[src/hdl/v3n_sqrt_cell.sv]
`timescale 1ns / 1ps
// One trial-squaring step of the square root: settles one result bit per cycle when not stalled.
module v3n_sqrt_cell #(
	parameter int SumWidth = 34,
	parameter int RootWidth = 17,
	parameter int Step = 0
) (
	input  logic                 clk,
	input  logic                 arst_n,
	input  logic                 valid_in,
	input  logic                 stall,
	input  logic [SumWidth-1:0]  rem_in,
	input  logic [RootWidth-1:0] root_in,
	output logic                 valid_out,
	output logic [SumWidth-1:0]  rem_out,
	output logic [RootWidth-1:0] root_out
);
	localparam int Bit = RootWidth - 1 - Step;
	logic [RootWidth-1:0] trial;
	logic [SumWidth+1:0] sq;
	always_comb begin
		trial = root_in | (RootWidth'(1) << Bit);
		sq = (SumWidth+2)'(trial) * (SumWidth+2)'(trial);
	end
	always_ff @(posedge clk or negedge arst_n) begin
		if (!arst_n) begin
			valid_out <= 1'b0;
		end else if (!stall) begin
			valid_out <= valid_in;
		end
	end
	always_ff @(posedge clk) begin
		if (!stall) begin
			rem_out <= rem_in;
			root_out <= (sq <= (SumWidth+2)'(rem_in)) ? trial : root_in;
		end
	end
endmodule

[config.mk]
export PLATFORM = sky130hd
export DESIGN_NAME = v3n_sqrt_cell
export DESIGN_NICKNAME = d
export VERILOG_FILES = /design/src/hdl/v3n_sqrt_cell.sv
export SDC_FILE = /design/constraint.sdc
export NUM_CORES = 1
export LEC_CHECK = 0
export BUFFER_PORTS_ARGS = -buffer_cell sky130_fd_sc_hd__buf_2
export CAP_MARGIN = 20
export CORE_UTILIZATION = 60
export CTS_CLUSTER_DIAMETER = 100
export DETAILED_ROUTE_END_ITERATION = 6
export GPL_TIMING_DRIVEN = 0
export PLACE_DENSITY_LB_ADDON = 0.15
export SLEW_MARGIN = 30
export SYNTH_ARGS = -nofsm -noshare
export SYNTH_HDL_FRONTEND = slang
export SYNTH_SLANG_ARGS = --single-unit
export TNS_END_PERCENT = 50
[constraint.sdc]
create_clock -name clk -period 0.9 [get_ports clk]
set_input_delay 0.27 -clock clk [delete_from_list [all_inputs] [get_ports clk]]
set_output_delay 0.27 -clock clk [all_outputs]
set_load 0.02 [all_outputs]
* After elaboration in Yosys (flattened, before gate mapping)
Cells that the tools add are included.
W data, S select, Z words.
** Storage, ports and cells
- Flip-flop bits (word level) :: 52
- Bits in latches :: 0
- Memory bits (writable) :: 0
- Bits in read-only memories :: 0
- Memories :: 0
** Cells by class
- Add/subtract/negate cells :: 0
- Multipliers :: 1
- Div/mod/pow operators :: 0
- Magnitude comparators :: 1
- Eq/ne operators :: 0
- Shift-type cells :: 0
- Multiplexer cells :: 0
- Bitwise gates (word level) :: 0
- Reductions and logical operators :: 0
** Operators with widths (count)
- $le A34 B34 Y1 :: 1
- $mul A17 B17 Y34 :: 1

* Longest topological paths before layout
- Depth in word-level cells :: 2
- Gate-level depth with buffers :: 31
- Depth with buffers taken out :: 29

* Least setup slack after synthesis
Ideal clock, no wire load.
- Path type :: input -> register
- From :: in root_in[14]
- To :: reg root_out[16], data pin
- Setup time :: 0.265 ns
- Data arrival time :: 6.874 ns
- Data required time :: 0.635 ns
- Path slack :: -6.239 ns
- Stages :: 27
- Path through :: clkbuf_1 > clkbuf_1 > nand2_1 > fa_1 > fa_1 > fa_1 > inv_1 > fa_1 > fa_1 > inv_1 > fa_1 > inv_1 > ha_1 > clkbuf_2 > a21oi_1 > nor2_1 > o41ai_1 > o21ai_2 > or4b_1 > a31oi_1 > xnor2_1 > ha_1 > nand2_1 > nor3_1 > nand3_1 > o21ai_0 > o211ai_1
** Between the ends
- Longest elaborated chain between the ends :: 2
** Ends and longest elaborated chain
- start: declaration :: line 13 : input logic [RootWidth-1:0] root_in,
- $mul A17 B17 Y34 :: line 23 : sq = (SumWidth+2)'(trial) * (SumWidth+2)'(trial);
- $le A34 B34 Y1 :: line 35 : root_out <= (sq <= (SumWidth+2)'(rem_in)) ? trial : root_in;
- end signal: assignment :: line 35
- end: declaration :: line 16 : output logic [RootWidth-1:0] root_out
No other way between the ends.
A chain may end at the register's enable or synchronous reset.

* Worst setup path in the final report
- From :: in root_in[3]
- To :: reg root_out[16], data pin
The elaborated chain is that of the path after synthesis.

==> impl_metrics.toml <==
[timing]
skew_ns = 0
fin_crit_ns = 6.62
grt_setup_unrepaired = "yes"
fin_tns_setup_ns = -16.64
relSlewSlack_pct = 49.0
drv_slew = 0
setup_viol = 53
finalHoldViolations = 0
final.setup.worst_slack_ns = -5.72
fmax_mhz = 151
tightestPinTransition_ns = 0.746
period_share_pct = 735

[clock_network]
insertion_delay_ns = 0.31
cts_buffers = 5
clk_path_buf_depth = 2
root_buffer = "clkbuf_16"
htree_num_levels = 2
cts_tree = "built"
cts.clk_slew.worst_paths_ns = 0.09
clock_sink_count = 52

[worst_hold_path]
min-delay-start = "rem_in[5]"
hold_depth = 1
hold_end = "rem_out[5]"
worstHoldPathType = "in2reg"

[route]
drtPass1Iterations = 5
wirelength_mm = 25.9
avgViaCountPerCell = 5.43
drt_iter0_drc = 350
dr_total_vias = 8290
wl_per_cell_um = 17.0
drc = 0
ant_nets = 0

[setup_path]
worst-path-buf-inv = 6
worst_setup_path_start_kind = "primary input"
critical_path_arrival_ns = 6.78
max_stage_delay_ns = 0.58
crit_slowest_cell = "fa_1"
cpMostUsedCell = "fa_1"
crit_fanout = 6
critPathKind = "in2reg"
cp_num_cells = 26
cp_top_family = "adder cells"
worstSetupEndpointType = "register"
reg2reg_from = "valid_out"
ff2ff_setup_slack_ns = 0.13
worst-r2r-cell-count = 1
timing.rr.end = "valid_out"
critical_path_required_ns = 1.06

[cells_and_area]
n_antenna_cell = 0
layout-area-overhead-vs-synth_pct = 21.6
stdcell_count = 1527
drive_gt1_share_pct = 20.7
layout_commonest_cell = "inv_1"
final_nets = 1699
post-route-cell-area_sq_um = 13200
final_cell_mix = "inv_1 (313), fa_1 (186), ha_1 (138)"
seq_area_sq_um = 1560
nFillCells = 1235
multiInputGateArea_sq_um = 8360

[grt]
grt_overflow = 0
antenna_found_initial = 0
grt_pass1_wl_mm = 41.9
grt_max_degree = 31
grt_pass1_vias = 8824
grt_usage_pct = 30.0

[logic_synthesis]
syn_nets = 1550
yosys-top-cells-area = "fa_1 (35%), ha_1 (17%), edfxtp_1 (14%), inv_1 (11%), nand2_1 (3.6%)"
netlist_instances = 1152
synth_top_area_cell = "fa_1"
ys_seq_area_share_pct = 14.3
yosysWarnings = 0
synth_cell_types = 53
synth_edf_count = 51
syn-cell-area_sq_um = 10900
synth_seq_cells = 52
synthArstFlopShare_pct = 1.92
syn_area_per_cell_sq_um = 9.43
yosys_most_used_dff = "edfxtp_1"
yosysTopAreaCellShare_pct = 35.4

[die]
die_h_um = 137
core_sq_um = 17500
rows = 48
dieArea_sq_um = 18600
ioPinCount = 107
dieWidth_um = 137
start_util_pct = 62.2

[status]
violations = "negative setup slack"
outcome = "complete, but fails checks"

[job]
drv_cap = 0

[placed_design]
dp_hpwl_mm = 20.5
gp_congestion = 0.921
placed_cell_area_sq_um = 11900
pre_cts_slack_ns = -6.69
portBuffers = 106
post-place-cells = 1484
synthesized netlist by cell type, drive strengths merged (12+ instances only):
master and count:
a21oi 38, ha 151, edfxtp 51, xor2 12, nand2 103, fa 192, nor2 56, and2 15
o21ai 24, clkbuf 29, xnor2 30, nand3 15, inv 327
cell families (layout without fill, tap and decap cells):
group / count (synthesis) / count (layout) / share of synthesized area, %
multiplexers: 2 / 2 / 0.207
XOR/XNOR: 42 / 42 / 3.39
AO/OA/AOI/OAI: 121 / 121 / 7.16
buffers and inverters: 361 / 511 / 12.6
flip-flops: 52 / 52 / 14.3
adder cells (fa/ha/maj): 343 / 343 / 52.8
AND/OR/NAND/NOR: 231 / 231 / 9.57
per-layer routing:
layer / vias up / routed length, um / GRT usage, %
met5: - / 0 / 0
met4: 0 / 919 / 13.0
met3: 67 / 1390 / 5.04
met2: 252 / 13900 / 55.1
met1: 4123 / 9720 / 34.1
li1: 3848 / - / -
state kept, by name (all words and copies together), names as in the netlist:
signal / cells
rem_out: 34
root_out: 17
valid_out: 1
through the flow:
stage,hold WS [ns],utilization [%]
detailed placement,0.0458,68.2
global route,0.133,75.6
floorplan,-0.0256,-
global placement,0.0446,68.1
finish,0.141,75.6
CTS,0.136,74.4
how the worst max path moves through the flow:
stage                startpoint           end  slack [ns]
floorplan            root_in[4]  root_out[16]       -5.59
global placement     root_in[7]  root_out[16]       -6.63
detailed placement   root_in[7]  root_out[16]       -6.69
CTS                 root_in[13]  root_out[16]       -5.74
global route         root_in[4]  root_out[16]       -5.99
finish               root_in[3]  root_out[16]       -5.72
cell type report:
cell class / instances / share of cell area, %
timing repair inverter: 1 / 0.0568
clock inverter: 3 / 0.256
tap: 225 / 2.13
timing repair buffer: 151 / 8.77
inverter: 329 / 9.72
clock buffer: 5 / 0.947
multi-input combinational: 739 / 63.3
sequential: 52 / 11.8
buffer: 22 / 3.05
repair_timing:
action | 4_1_cts | 5_1_grt
buffers inserted | 39 | 3
hold buffers | 1 | 0
pin swaps | 42 | 13
endpoints found under the hold margin | 1 | 0
gates resized for setup | 141 | 56
endpoints found under the setup margin | 93 | 53
gates cloned | 1 | 1
Power is not shown: default switching activity piles up to over one toggle a cycle in this logic, so the estimate is an artifact.
