===== config.mk =====
export PLATFORM = sky130hd
export DESIGN_NAME = v3n_div_cell
export DESIGN_NICKNAME = d
export VERILOG_FILES = /design/src/hdl/v3n_div_cell.sv
export SDC_FILE = /design/constraint.sdc
export NUM_CORES = 1
export LEC_CHECK = 0
export ABC_AREA = 1
export BUFFER_PORTS_ARGS = -buffer_cell sky130_fd_sc_hd__buf_2
export CORE_MARGIN = 2
export CORE_UTILIZATION = 25
export CTS_BUF_LIST = sky130_fd_sc_hd__clkbuf_8
export DETAILED_ROUTE_END_ITERATION = 12
export GPL_ROUTABILITY_DRIVEN = 0
export PLACE_DENSITY = 0.51
export SLEW_MARGIN = 10
export SYNTH_ARGS = -nofsm -noshare
export SYNTH_HDL_FRONTEND = slang
export SYNTH_SLANG_ARGS = --single-unit

===== constraint.sdc =====
create_clock -name clk -period 6.4 [get_ports clk]
set_input_delay 0.96 -clock clk [delete_from_list [all_inputs] [get_ports clk]]
set_output_delay 0.96 -clock clk [all_outputs]
set_load 0.02 [all_outputs]

===== src/hdl/v3n_div_cell.sv =====
`timescale 1ns / 1ps
// One restoring division step for three numerators sharing one divisor.
module v3n_div_cell #(
	parameter int NumWidth = 32,
	parameter int DenWidth = 17,
	parameter int Step = 0
) (
	input  logic                clk,
	input  logic                stall,
	input  logic [DenWidth-1:0] den,
	input  logic [NumWidth-1:0] num_in [3],
	input  logic [DenWidth:0]   rem_in [3],
	input  logic [NumWidth-1:0] quo_in [3],
	output logic [DenWidth:0]   rem_out [3],
	output logic [NumWidth-1:0] quo_out [3]
);
	localparam int Bit = NumWidth - 1 - Step;
	logic [DenWidth+1:0] shifted [3];
	logic [2:0] take;
	always_comb begin
		for (int i = 0; i < 3; i++) begin
			shifted[i] = {rem_in[i], num_in[i][Bit]};
			take[i] = shifted[i] >= (DenWidth+2)'(den);
		end
	end
	always_ff @(posedge clk) begin
		if (!stall) begin
			for (int i = 0; i < 3; i++) begin
				rem_out[i] <= take[i] ? (DenWidth+1)'(shifted[i] - (DenWidth+2)'(den))
					: (DenWidth+1)'(shifted[i]);
				quo_out[i] <= quo_in[i] | (take[i] ? (NumWidth'(1) << Bit) : '0);
			end
		end
	end
endmodule


# Yosys cells after proc, flatten, opt, wreduce, memory -nomap -nowiden
# Index checks and enable logic that the tools add are counted.
[classes] n_addsub=3 muxes=6 bitwise_logic=3 magnitude_cmp=3
[op_table] cell="32-bit two-way mux" count=3
[op_table] cell="32-bit bitwise OR" count=3
[op_table] cell="19-bit by 17-bit >= comparator with 1-bit output" count=3
[op_table] cell="18-bit two-way mux" count=3
[op_table] cell="18-bit by 17-bit subtractor with 18-bit output" count=3
[totals] word_cells=21 regBits=150 inputBits=265 out_inout_bits=150

# Depth between registers and ports, before layout
# Gate-level depths: netlist of the first run.
[depth] depth_word=3 mapped_depth=14 mapped_depth_nobuf=14

# Least setup slack after synthesis of the first run
# OpenSTA, ideal clock, no wires.
[synth_path] path_kind="input-to-reg" start="input port stall" end="register quo_out[0] (netlist name) (enable)" n_path_buf=0 slack_ps=2044 cell_stages=1 setup_time_ps=502 t_required_ps=5898 arrival_time_ps=3854 cell_sequence="inv_1"
[synth_rtl] item="from (decl)" line="9" source="input logic stall,"
[synth_rtl] item="to (signal, indexed assignment)" line="31" source="quo_out[i] <= quo_in[i] | (take[i] ? (NumWidth'(1) << Bit) : '0);"
[synth_rtl] item="to (decl)" line="15" source="output logic [NumWidth-1:0] quo_out [3]"
# No word-level cell between the ends.

# Worst setup path in the final report of the first run
[layout_path] start="input port den[16]" end="register quo_out[95] (netlist name) (data pin)"
[layout_between] elab_chain_cells=3
[layout_lines] item="from (decl)" line="10" source="input logic [DenWidth-1:0] den,"
[layout_lines] item="19-bit by 17-bit >= comparator with 1-bit output" line="23" source="take[i] = shifted[i] >= (DenWidth+2)'(den);"
[layout_lines] item="32-bit two-way mux" line="31"
[layout_lines] item="32-bit bitwise OR" line="31"
# No other way between the ends.
# A chain may end at the register's enable or synchronous reset.

==> results.cfg, run 1 <==
[outcome]
run_status = completed

[power_and_ir_drop]
p_per_area_nw_per_um2 = 237
leakage_nw = 5.91
switching_share_pct = 35.5
power_frac_comb_pct = 27.2
peakVddDrop_v = 0.000147
p_int_mw = 1.74
pwr-share-clk_pct = 27.1
seq_power_share_pct = 45.7
switchingPower_mw = 0.957

[sta]
max_clock_freq_mhz = 307
slew_viol_final = 0
hold_viol_final = 0
fin_crit_sh_pct = 50.9
hold_ws_ps = 647
timing.slew.headroom_pct = 36.4
rsz0062_at_grt = false
fin_crit_ps = 3260
fin_setup_tns_ps = 0
worst_pin_slew_ps = 951
setup_slack_ps = 3140
setup_violations = 0

[synth]
yosysWarnings = 0
synth_largest_area_cell = edfxtp_1
ys_types = 30
synth-edff-count = 150
syn_inst = 1057
ys_async_sr_fraction_pct = 0
netlist_area_um2 = 8860
yosys.area.top_type_share_pct = 50.8
synthMostInstantiatedCell = nand2_1
syn_nets = 1376
synth-seq-cells = 150
ys_top_cells_by_count = 453 x nand2_1, 173 x inv_1, 150 x edfxtp_1
synth.area.top_cells = edfxtp_1 51%, nand2_1 19%, inv_1 7.3%, ha_1 7.2%, nor2_1 2.8%
yosysSeqAreaShare_pct = 50.8
ys.flop_type = edfxtp_1
synth.avg_cell_area_um2 = 8.38

[die]
die-area_um2 = 37000
start_util_pct = 25.5
die_y_um = 192
num_io_pins = 415
fp.dieW_um = 192
fp.coreArea_um2 = 34700
rows = 68

[place]
placement.cell_area_um2 = 11000
dpl.hpwl_mm = 24.3
dp_slack_ps = 2550
port_buffers = 321

[global_route]
grtUsageTotal_pct = 15.8
grt_pass1_vias = 7684
grt_pass1_wl_mm = 42.8
grt_overflow_total = 0
grt_max_degree = 68
antenna_found_initial = 6

[detailed_routing]
first_pass_iters = 5
drc = 0
via_per_inst = 4.27
ant_nets = 0
drt-initial-drc-count = 403
routed_wl_mm = 29.8
vias = 7944
wl_per_cell_um = 16.0

[clock_tree]
post_cts_buffers = 0
clockBufferDepth = 2
root_buffer = clkbuf_8
cts_max_level = 4
cts_sinks = 150
post_cts_resized = 0
cts_buffers = 17
clk_pin_slew_worst_paths_ps = 100
holdBufCountCts = 0
cts_tree = done

[critical_path]
crit_chain = buf_2, inv_1, ha_1, nand2_1, inv_1, nand2_1, inv_1, a21oi_1, nand4_1, or2_1
crit_top_cell = inv_1
end_kind = register
cp_slowest_cell = nand4_1
critical_path_class = primary input to register
required_ps = 6630
slowest_delay_ps = 740
start_kind = primary input
arrival_ps = 3490
crit_fanout = 20

[min_path]
hold_class = primary input to register
min_path_cells = 1

[cells_and_area]
nets = 1709
drive_gt1_share_pct = 27.2
fillers = 3770
syn2layout_area_growth_pct = 28.3
fin_area_um2 = 11400

[job]
maxCapViolCount = 0
==> logic make-up (layout without fill, tap and decap cells) <==
logic type	count (synthesis)	in the layout	share of synthesized area, %
AO/OA/AOI/OAI	49	49	3.06
adder cells (fa/ha/maj)	54	54	7.88
flip-flops	150	150	50.8
other	0	2	0
buffers and inverters	188	534	8.37
XOR/XNOR	22	22	2.17
AND/OR/NAND/NOR	594	594	27.7
==> stage by stage <==
stage	util [%]	cells	power, mW
finish	32.7	1860	2.70
global route	32.7	1858	2.86
CTS	32.7	1858	2.75
detailed placement	31.6	1826	2.00
global placement	31.6	1826	2.00
floorplan	-	1057	1.73
==> power by group through the flow <==
stage               Sequential [mW]  Clock (mW)  Combinational [mW]
CTS                            1.24       0.764               0.748
detailed placement             1.26           0               0.744
finish                         1.23       0.730               0.734
floorplan                      1.40           0               0.335
global placement               1.26           0               0.741
global route                   1.24       0.791               0.823
==> worst paths after layout <==
| path | from | endpoint | slack [ps] |
|---|---|---|---|
| setup / recovery | den[16] | quo_out[95] | 3140 |
| hold / removal | quo_in[21] | quo_out[21] | 650 |
==> flip-flops by register name, summed over array words and instances (netlist names) <==
register,cells
rem_out,54
quo_out,96
==> cells in the final DEF (no fill, tap or decap), drive strengths merged, types with 4 or more instances in the layout <==
master,n
buf,323
edfxtp,150
xor2,15
nand3,39
o21ai,14
or2,5
xnor2,7
inv,185
nand2,455
nand4,7
nor3,4
a21oi,32
nor2,72
clkbuf,17
clkinv,8
nand3b,10
ha,51
==> critical path, delay by kind of cell <==
family / cells / cell delay (ps)
fa+ha+maj: 1 / 360
simple gates: 4 / 1430
compound gates: 1 / 230
buf+inv: 4 / 500
==> final cells by class <==
class,count,area (um2),share of cell area (%)
clock inverters,15,143,1.25
inverters,179,677,5.95
flip-flops and latches,150,4500,39.6
multi-input cells,719,3610,31.8
well taps,455,569,5.01
repair buffers,323,1620,14.3
diodes,2,5.00,0.0440
clock buffers,17,234,2.06
==> routing by layer <==
metal	track usage (%)	routed length, um
met4	5.90	834
met2	28.6	14700
met5	0	34
met1	17.3	11900
met3	4.76	2350
(Power assumes the default switching activity.)
==> run 2, diff against run 1 <==
Settings changed: PLACE_DENSITY 0.51 to 0.53.
Clock period 6.4 ns to 2.75 ns, I/O delays scaled along.
==> run 2 against run 1 <==
  * First-iteration DRC count shrank 25%
  * Global-route usage is essentially flat
  * Sequential share of layout area decreased by 0.50 points
  * Critical endpoint unchanged
  * Largest cell class unchanged
  * Highest routed layer unchanged
==> results.cfg, run 2 (synthesized netlist as in run 1, its figures left out) <==
[clock_tree]
root_buffer = clkbuf_8
cts_buffers = 17
clockBufferDepth = 2
cts_sinks = 150
cts_max_level = 4
holdBufCountCts = 0
post_cts_resized = 0
clk_pin_slew_worst_paths_ps = 100
cts_tree = done
post_cts_buffers = 0

[detailed_routing]
wl_per_cell_um = 15.8
routed_wl_mm = 29.7
ant_nets = 0
drc = 0
m1WireLength_mm = 11.8
via_per_inst = 4.22
met3_length_mm = 2.28
drt-initial-drc-count = 301
vias = 7925
routed.top_layer = met5
met2_length_mm = 14.8
first_pass_iters = 5

[power_and_ir_drop]
power_frac_comb_pct = 27.2
switching_share_pct = 34.6
peakVddDrop_v = 0.000310
p_int_mw = 4.14
p_per_area_nw_per_um2 = 550
switchingPower_mw = 2.19
pwr-share-clk_pct = 27.4
leakage_nw = 5.99
seq_power_share_pct = 45.4

[critical_path]
worst-path-buf-inv = 4
worst-path-stages = 10
crit_fanout = 12
cp_slowest_cell = ha_1
slowest_delay_ps = 370
crit_chain = buf_2, inv_1, buf_4, ha_1, a21oi_1, nand2_1, a21oi_1, nand4_1, buf_4, or2_1
start_kind = primary input
end_kind = register
arrival_ps = 2240
startpoint = den[16]
cp_top_family = buffers and inverters
critical_path_class = primary input to register
required_ps = 2990

[min_path]
min_path_cells = 1
holdPathEnd = quo_out[88]
min_from = quo_in[88]
hold_class = primary input to register

[die]
fp.coreArea_um2 = 34700
fp.dieW_um = 192
die-area_um2 = 37000
rows = 68
start_util_pct = 25.5
num_io_pins = 415
die_y_um = 192

[sta]
fin_crit_sh_pct = 72.6
rsz0062_at_grt = false
setup_slack_ps = 754
worst_pin_slew_ps = 621
setup_violations = 0
fin_crit_ps = 2000
max_clock_freq_mhz = 501
timing.slew.headroom_pct = 58.6
hold_viol_final = 0
slew_viol_final = 0

[cells_and_area]
layout_common_cells = 453 x nand2_1, 321 x buf_2, 172 x inv_1
multiInputGateArea_um2 = 3610
fin_area_um2 = 11500
layout_commonest_cell = nand2_1
fillers = 3731
largestRegisters = quo_out: 96 flops, rem_out: 54 flops
largest_reg_flops = 96
layout.area.seq_um2 = 4500
drive_gt1_share_pct = 28.0
nets = 1725
largest_register = quo_out
final_cell_count_no_fill = 1876
syn2layout_area_growth_pct = 29.9

[global_route]
grtUsageTotal_pct = 15.8
grt_max_degree = 95
grt_pass1_vias = 7810
grt_pass1_wl_mm = 43.0
grt_overflow_total = 0
antenna_found_initial = 4

[place]
dpl.hpwl_mm = 24.6
dp_slack_ps = 220
place_inst = 1842
placement.cell_area_um2 = 11100
port_buffers = 321

[job]
maxCapViolCount = 0

[outcome]
run_status = completed
## run 2: how the worst max path moves through the flow
stage,endpoint,slack [ps]
3_5_place_dp,quo_out[31],220
4_1_cts,quo_out[31],770
5_1_grt,rem_out[34],520
6_report,quo_out[95],750
3_3_place_gp,quo_out[31],250
2_1_floorplan,quo_out[0],-220
## run 2: area by class of cell
type	instances	share of cell area, %
antenna	2	0.0435
tap	455	4.95
multi-input combinational	719	31.4
timing repair buffer	339	15.3
sequential	150	39.1
clock inverter	15	1.24
inverter	179	5.87
clock buffer	17	2.03
## run 2: power groups by stage
stage | logic [mW] | registers [mW] | clock network (mW)
floorplan | 0.781 | 3.25 | 0
global placement | 1.74 | 2.93 | 0
detailed placement | 1.74 | 2.93 | 0
CTS | 1.75 | 2.88 | 1.82
global route | 1.93 | 2.90 | 1.90
finish | 1.72 | 2.87 | 1.74
## run 2: stage by stage
step           hold slack [ps]  utilization (%)  TNS, ps  total power, mW
6_report                   104             33.2        0             6.33
2_1_floorplan              511                -   -33350             4.03
3_5_place_dp               591             32.1        0             4.68
4_1_cts                   57.0             33.1        0             6.45
3_3_place_gp               589             32.1        0             4.67
5_1_grt                   54.7             33.2        0             6.73
## run 2: metal layers
layer	vias to the layer above	global-route usage, %
met5	-	0
met2	265	28.9
met1	3577	17.1
met4	2	5.78
li1	4036	-
met3	45	4.75
